--- src/nsc_pkg.sv ---
`default_nettype none
// ----------------------------------------------------------------------------
// nsc_pkg
// Shared constants, types and character helpers for the sentence checker.
// ----------------------------------------------------------------------------
package nsc_pkg;

   localparam int POS_W          = 8;
   localparam int LINE_BYTES_DEF = 128;
   localparam int TOKEN_LEN      = 7;

   localparam logic [7:0] CHAR_DOLLAR  = 8'h24;
   localparam logic [7:0] CHAR_STAR    = 8'h2A;
   localparam logic [7:0] CHAR_NEWLINE = 8'h0A;
   localparam logic [7:0] CHAR_COMMA   = 8'h2C;

   typedef enum logic [1:0] {
      KIND_OTHER = 2'd0,
      KIND_RMC   = 2'd1,
      KIND_GGA   = 2'd2
   } kind_type;

   typedef struct packed {
      logic       sentence_ok;
      kind_type   sentence_kind;
      logic [7:0] computed_xor;
      logic [7:0] line_length;
      logic [7:0] field_count;
   } result_type;

   // Expected character of "$GPRMC," at a token position.
   function automatic logic [7:0] rmc_char(input logic [2:0] idx);
      logic [7:0] c;
      unique case (idx)
         3'd0: c = CHAR_DOLLAR;
         3'd1: c = 8'h47;
         3'd2: c = 8'h50;
         3'd3: c = 8'h52;
         3'd4: c = 8'h4D;
         3'd5: c = 8'h43;
         default: c = CHAR_COMMA;
      endcase
      return c;
   endfunction

   // Expected character of "$GPGGA," at a token position.
   function automatic logic [7:0] gga_char(input logic [2:0] idx);
      logic [7:0] c;
      unique case (idx)
         3'd0: c = CHAR_DOLLAR;
         3'd1: c = 8'h47;
         3'd2: c = 8'h50;
         3'd3: c = 8'h47;
         3'd4: c = 8'h47;
         3'd5: c = 8'h41;
         default: c = CHAR_COMMA;
      endcase
      return c;
   endfunction

   // Value of an uppercase hex digit; bit 4 set when not a digit.
   function automatic logic [4:0] hex_value(input logic [7:0] c);
      logic [4:0] v;
      priority if (c >= 8'h30 && c <= 8'h39) begin
         v = {1'b0, c[3:0]};
      end else if (c >= 8'h41 && c <= 8'h46) begin
         v = {1'b0, c[3:0] + 4'd9};
      end else begin
         v = 5'h10;
      end
      return v;
   endfunction

endpackage
`default_nettype wire

--- src/nsc_line_tracker.sv ---
`default_nettype none
// ----------------------------------------------------------------------------
// nsc_line_tracker
// Per-line state: position, checksum window, token match and comma count.
// Forms the result for a newline byte.
// ----------------------------------------------------------------------------
module nsc_line_tracker #(
   parameter int LINE_BYTES = nsc_pkg::LINE_BYTES_DEF
) (
   input  logic                 clock,
   input  logic                 reset,
   input  logic                 step,
   input  logic [7:0]           in_byte,
   output logic                 is_newline,
   output nsc_pkg::result_type  result
);
   import nsc_pkg::*;

   logic [POS_W-1:0] pos_ff,    pos_in;
   logic [7:0]       xor_ff,    xor_in;
   logic [7:0]       recent_ff [4];
   logic [7:0]       recent_in [4];
   logic             dollar_ff, dollar_in;
   logic             rmc_ff,    rmc_in;
   logic             gga_ff,    gga_in;
   logic [7:0]       comma_ff,  comma_in;

   logic [POS_W:0]   pos_next;
   logic [4:0]       hi_v;
   logic [4:0]       lo_v;
   logic [7:0]       x;
   logic             ok;

   assign is_newline = (in_byte == CHAR_NEWLINE);
   assign pos_next   = {1'b0, pos_ff} + {{POS_W{1'b0}}, 1'b1};

   always_comb begin
      hi_v = hex_value(recent_ff[2]);
      lo_v = hex_value(recent_ff[1]);
      x    = (pos_ff >= POS_W'(5)) ? xor_ff : 8'h00;
      ok   = (pos_ff >= POS_W'(5)) && dollar_ff && (recent_ff[3] == CHAR_STAR)
             && !hi_v[4] && !lo_v[4] && ({hi_v[3:0], lo_v[3:0]} == x);

      result.sentence_ok   = ok;
      result.computed_xor  = x;
      result.line_length   = pos_next[7:0];
      result.field_count   = comma_ff + 8'd1;
      result.sentence_kind = KIND_OTHER;
      if (ok && pos_ff >= POS_W'(7)) begin
         priority if (rmc_ff) begin
            result.sentence_kind = KIND_RMC;
         end else if (gga_ff) begin
            result.sentence_kind = KIND_GGA;
         end else begin
            result.sentence_kind = KIND_OTHER;
         end
      end
   end

   always_comb begin
      pos_in       = pos_ff;
      xor_in       = xor_ff;
      recent_in    = recent_ff;
      dollar_in    = dollar_ff;
      rmc_in       = rmc_ff;
      gga_in       = gga_ff;
      comma_in     = comma_ff;
      if (step) begin
         if (is_newline || pos_next >= (POS_W+1)'(LINE_BYTES)) begin
            pos_in    = '0;
            xor_in    = '0;
            recent_in = '{default: 8'h00};
            dollar_in = 1'b0;
            rmc_in    = 1'b1;
            gga_in    = 1'b1;
            comma_in  = '0;
         end else begin
            pos_in = pos_next[POS_W-1:0];
            if (pos_ff == '0) begin
               dollar_in = (in_byte == CHAR_DOLLAR);
            end
            if (pos_ff < POS_W'(TOKEN_LEN)) begin
               if (in_byte != rmc_char(pos_ff[2:0])) rmc_in = 1'b0;
               if (in_byte != gga_char(pos_ff[2:0])) gga_in = 1'b0;
            end
            if (in_byte == CHAR_COMMA) begin
               comma_in = comma_ff + 8'd1;
            end
            if (pos_ff >= POS_W'(5)) begin
               xor_in = xor_ff ^ recent_ff[3];
            end
            recent_in[3] = recent_ff[2];
            recent_in[2] = recent_ff[1];
            recent_in[1] = recent_ff[0];
            recent_in[0] = in_byte;
         end
      end
   end

   always_ff @(posedge clock) begin
      if (reset) begin
         pos_ff    <= '0;
         xor_ff    <= '0;
         recent_ff <= '{default: 8'h00};
         dollar_ff <= 1'b0;
         rmc_ff    <= 1'b1;
         gga_ff    <= 1'b1;
         comma_ff  <= '0;
      end else begin
         pos_ff    <= pos_in;
         xor_ff    <= xor_in;
         recent_ff <= recent_in;
         dollar_ff <= dollar_in;
         rmc_ff    <= rmc_in;
         gga_ff    <= gga_in;
         comma_ff  <= comma_in;
      end
   end

endmodule
`default_nettype wire

--- config.mk ---
export PLATFORM = sky130hd
export DESIGN_NAME = nsc_line_tracker
export DESIGN_NICKNAME = d
export VERILOG_FILES = /design/src/nsc_pkg.sv /design/src/nsc_line_tracker.sv
export SDC_FILE = /design/constraint.sdc
export NUM_CORES = 1
export LEC_CHECK = 0
export BUFFER_PORTS_ARGS = -buffer_cell sky130_fd_sc_hd__buf_2
export CAP_MARGIN = 15
export CORE_MARGIN = 1
export CORE_UTILIZATION = 30
export DETAILED_ROUTE_END_ITERATION = 8
export PLACE_DENSITY = 0.45
export SLEW_MARGIN = 20
export SYNTH_ARGS = -nofsm -noshare
export SYNTH_HDL_FRONTEND = slang
export SYNTH_SLANG_ARGS = --single-unit
--- constraint.sdc ---
create_clock -name clock -period 2.7 [get_ports clock]
set_input_delay 0 -clock clock [delete_from_list [all_inputs] [get_ports clock]]
set_output_delay 0 -clock clock [all_outputs]
set_load 0.01 [all_outputs]
==> results.md <==
* Status: completed
* Pin count of the biggest net entering global routing at 44
* Starting DRT DRC Count at 108
* Non-Filler Instances at between 600 and 700
* Post-synth EDFFs at 0
* Highest Clock Rate at approximately 0.38 GHz
* Top-area cell type share of the netlist area at between 30% and 40%
* Post-Synthesis Cells at about 470
* #FFs+latches synth at 59
* # setup viols final at 0
* Slew @ Worst Pin at 0.478 ns
* GPL Wtd Cong at just over 0.8
* Fraction of layout cells with a size suffix above 1 at approximately 25%
* Commonest cells post-synth: 70 x a21oi_1, 59 x dfxtp_1, 57 x nand2_1
* Port bufs at 38
* Setup_tns at 0 ns
* Clock transition at the registers of the reported paths at 0.05 ns
* Die extent in y at 111 µm
* Worst setup SP type: register
* Total CTS buffers at 9
* HP Class: in -> reg
* CTS Buffer Depth at 2
* Reg2Reg Setup Slack at 0.29 ns
* DRT Wirelength at 10.6 mm
* Number of max-cap violations at 0
* Initial antenna violation count at 0
* Fin. Hold Viols at 0
* Total grt overflow at 0
* Critical path startpoint: recent_ff[21]$_SDFFE_PP0P_
* Nets at 537
* Antenna viol nets, final at 0
* DRC at 0
* Die X at 111 µm
* CTS Root Cell: clkbuf_16
* Largest area contributor in the netlist: dfxtp_1
* Critical Path End: result[26]
* Skew final at 0.0113 ns
* First-pass GRT wire length at between 15 and 20 mm
* Max Transition Viols Final at 0
* Min Tclk post-route at 2.64 ns
* RR Endpoint: rmc_ff$_SDFFE_PP1P_
* GRT Total Usage at between 10% and 20%
* # diodes at 0
* Vias at 3434
* PwrDens at around 500 nW/µm²
* Worst IR Drop VDD at approximately 0.24 mV
* Critical path arrival at ~2.6 ns
* I/O pins at 39
* DP Area at roughly 4000 µm²
* Max H-tree Level at 3
* Distinct cells, synth at 66
* Synthesized cell area at 3570 µm²
* Clock sink total at 59
* CTS tree: yes
* First-pass DRT Iterations at 4
* Final period utilization at 97.7%
* Reg2reg path depth at 9
* Synth async-reset ratio at 0%
* Synth top area cells: dfxtp_1 33%, a21oi_1 9.8%, nand3_1 6.3%
* Post-synthesis sequential area ratio at 33.1%
* Die area at 12300 µm²
* Yosys Warn Count at 0
* Final HPWL DP at 7.25 mm
* Max FO, Critical Path at 4
* Via-per-instance ratio at about 5.2
* Number of global-route vias before repair at 3244
* Synthesized area per cell at roughly 7.7 µm²
* Slew margin rel. at 68.1%
* Core Region at 11500 µm²
* Design Area, Final at around 4500 µm²
* WL/cell at 16.0 µm
* Predominant post-synthesis flop cell: dfxtp_1
* Inst Count DP at between 600 and 700
* Setup crit end kind: primary output
* RR Startpoint: pos_ff[0]$_SDFFE_PP0P_
* Critical Path RT at 2.70 ns
* Initial Util at 31.0%
* Worst Setup Path Type: reg -> out
* Skew-Pair Late Insertion Delay at 0.33 ns
* Post-synth net total at 489
* P&R area growth vs syn at 27.4%
* Most common cell in the netlist: a21oi_1
* LEAKAGE at 1.75 nW
* # rows at 39
==> cell families (layout without fill, tap and decap cells) <==
family                   Yosys count  after routing  share of synthesized area (%)
AND/OR/NAND/NOR                  197            197                           29.5
AO/OA/AOI/OAI                    117            117                           19.9
flip-flops                        59             59                           33.1
buffers and inverters             53            106                           6.14
XOR/XNOR                          23             23                           5.65
adder cells (fa/ha/maj)           12             12                           4.21
multiplexers                       5              5                           1.47
==> area by class of cell <==
cell class,count,area (µm²)
Inverter,18,67.6
Clock buffer,12,246
Sequential cell,59,1200
Multi-Input combinational cell,354,2330
Clock inverter,4,50.0
Tap cell,143,179
Fill cell,1197,6970
Timing Repair Buffer,72,472
==> stage by stage <==
step | worst slack (ns) | hold slack (ns) | utilization [%] | power (mW)
floorplan | 0.293 | 0.168 | - | 1.08
global placement | 0.323 | 0.283 | 34.0 | 1.15
detailed placement | 0.246 | 0.277 | 34.0 | 1.15
CTS | 0.0190 | 0.000550 | 37.0 | 2.31
global route | -0.0116 | 0.0350 | 39.5 | 2.41
finish | 0.0632 | 0.0149 | 39.5 | 2.31
==> worst min path at each step <==
stage | endpoint | cells past startpoint | start | slack, ns
5_1_grt | recent_ff[28]$_SDFFE_PP0P_ | 3 | in_byte[4] | 0.03
4_1_cts | recent_ff[31]$_SDFFE_PP0P_ | 3 | in_byte[7] | 0.0005
6_report | recent_ff[31]$_SDFFE_PP0P_ | 3 | in_byte[7] | 0.01
3_5_place_dp | recent_ff[25]$_SDFFE_PP0P_ | 2 | reset | 0.28
2_1_floorplan | recent_ff[24]$_SDFFE_PP0P_ | 2 | in_byte[0] | 0.17
3_3_place_gp | recent_ff[30]$_SDFFE_PP0P_ | 2 | reset | 0.28
==> where the power goes <==
group / internal (mW) / switching [mW] / leakage, nW / total, mW
Clock: 0.738 / 0.416 / 0.139 / 1.15
Sequential: 0.888 / 0.0195 / 0.482 / 0.908
Combinational: 0.103 / 0.145 / 1.13 / 0.248
Total: 1.73 / 0.580 / 1.75 / 2.31
==> state kept, by name, summed over array words and instances (netlist names) <==
signal,cells
rmc_ff,1
xor_ff,8
pos_ff,8
comma_ff,8
gga_ff,1
dollar_ff,1
recent_ff,32
==> layout by cell type (no fill, tap or decap), types with 3 or more instances in the layout <==
cell       count
a21oi_1       68
a22o_1         5
and2_1         7
and3_1         5
buf_2         38
buf_4         30
clkbuf_16     10
dfxtp_1       53
dfxtp_4        4
ha_1           9
ha_4           3
inv_1         13
inv_2          4
mux2i_1        3
nand2_1       57
nand2b_1       4
nand3_1       45
nand3b_1      11
nand4_1        3
nor2_1        21
nor3_1        10
nor3_2         4
nor3b_1        5
o21ai_0        9
or4_1          3
xnor2_1       13
xor2_1         9
==> critical path, stage by stage (launching register included) <==
cell and delay, ns:
dfxtp_2 0.33, or4b_4 0.56, a211oi_4 0.29, buf_4 0.18, a22o_4 0.12, o21ai_1 0.06, nor4bb_4 0.17, o221ai_2 0.27
buf_4 0.16, nor3_1 0.04, buf_2 0.14
==> metal layers <==
| metal | share of wire (%) | track usage (%) | up-vias |
|---|---|---|---|
| li1 | - | - | 1743 |
| met1 | 50 | 23.5 | 1641 |
| met2 | 47 | 27.5 | 42 |
| met3 | 2.3 | 2.30 | 8 |
| met4 | 1.1 | 6.49 | 0 |
| met5 | 0 | 0 | - |
==> what timing repair did <==
| item | 4_1_cts | 5_1_grt |
|---|---|---|
| setup buffers | 0 | 15 |
| hold buffers | 2 | 0 |
| gates resized for setup | 5 | 39 |
| cloned | 0 | 1 |
| endpoints found under the hold margin | 5 | 0 |
| pin swaps | 1 | 13 |
| setup endpoints to repair | 2 | 3 |
Note: power is estimated with default switching activity, not from simulation.
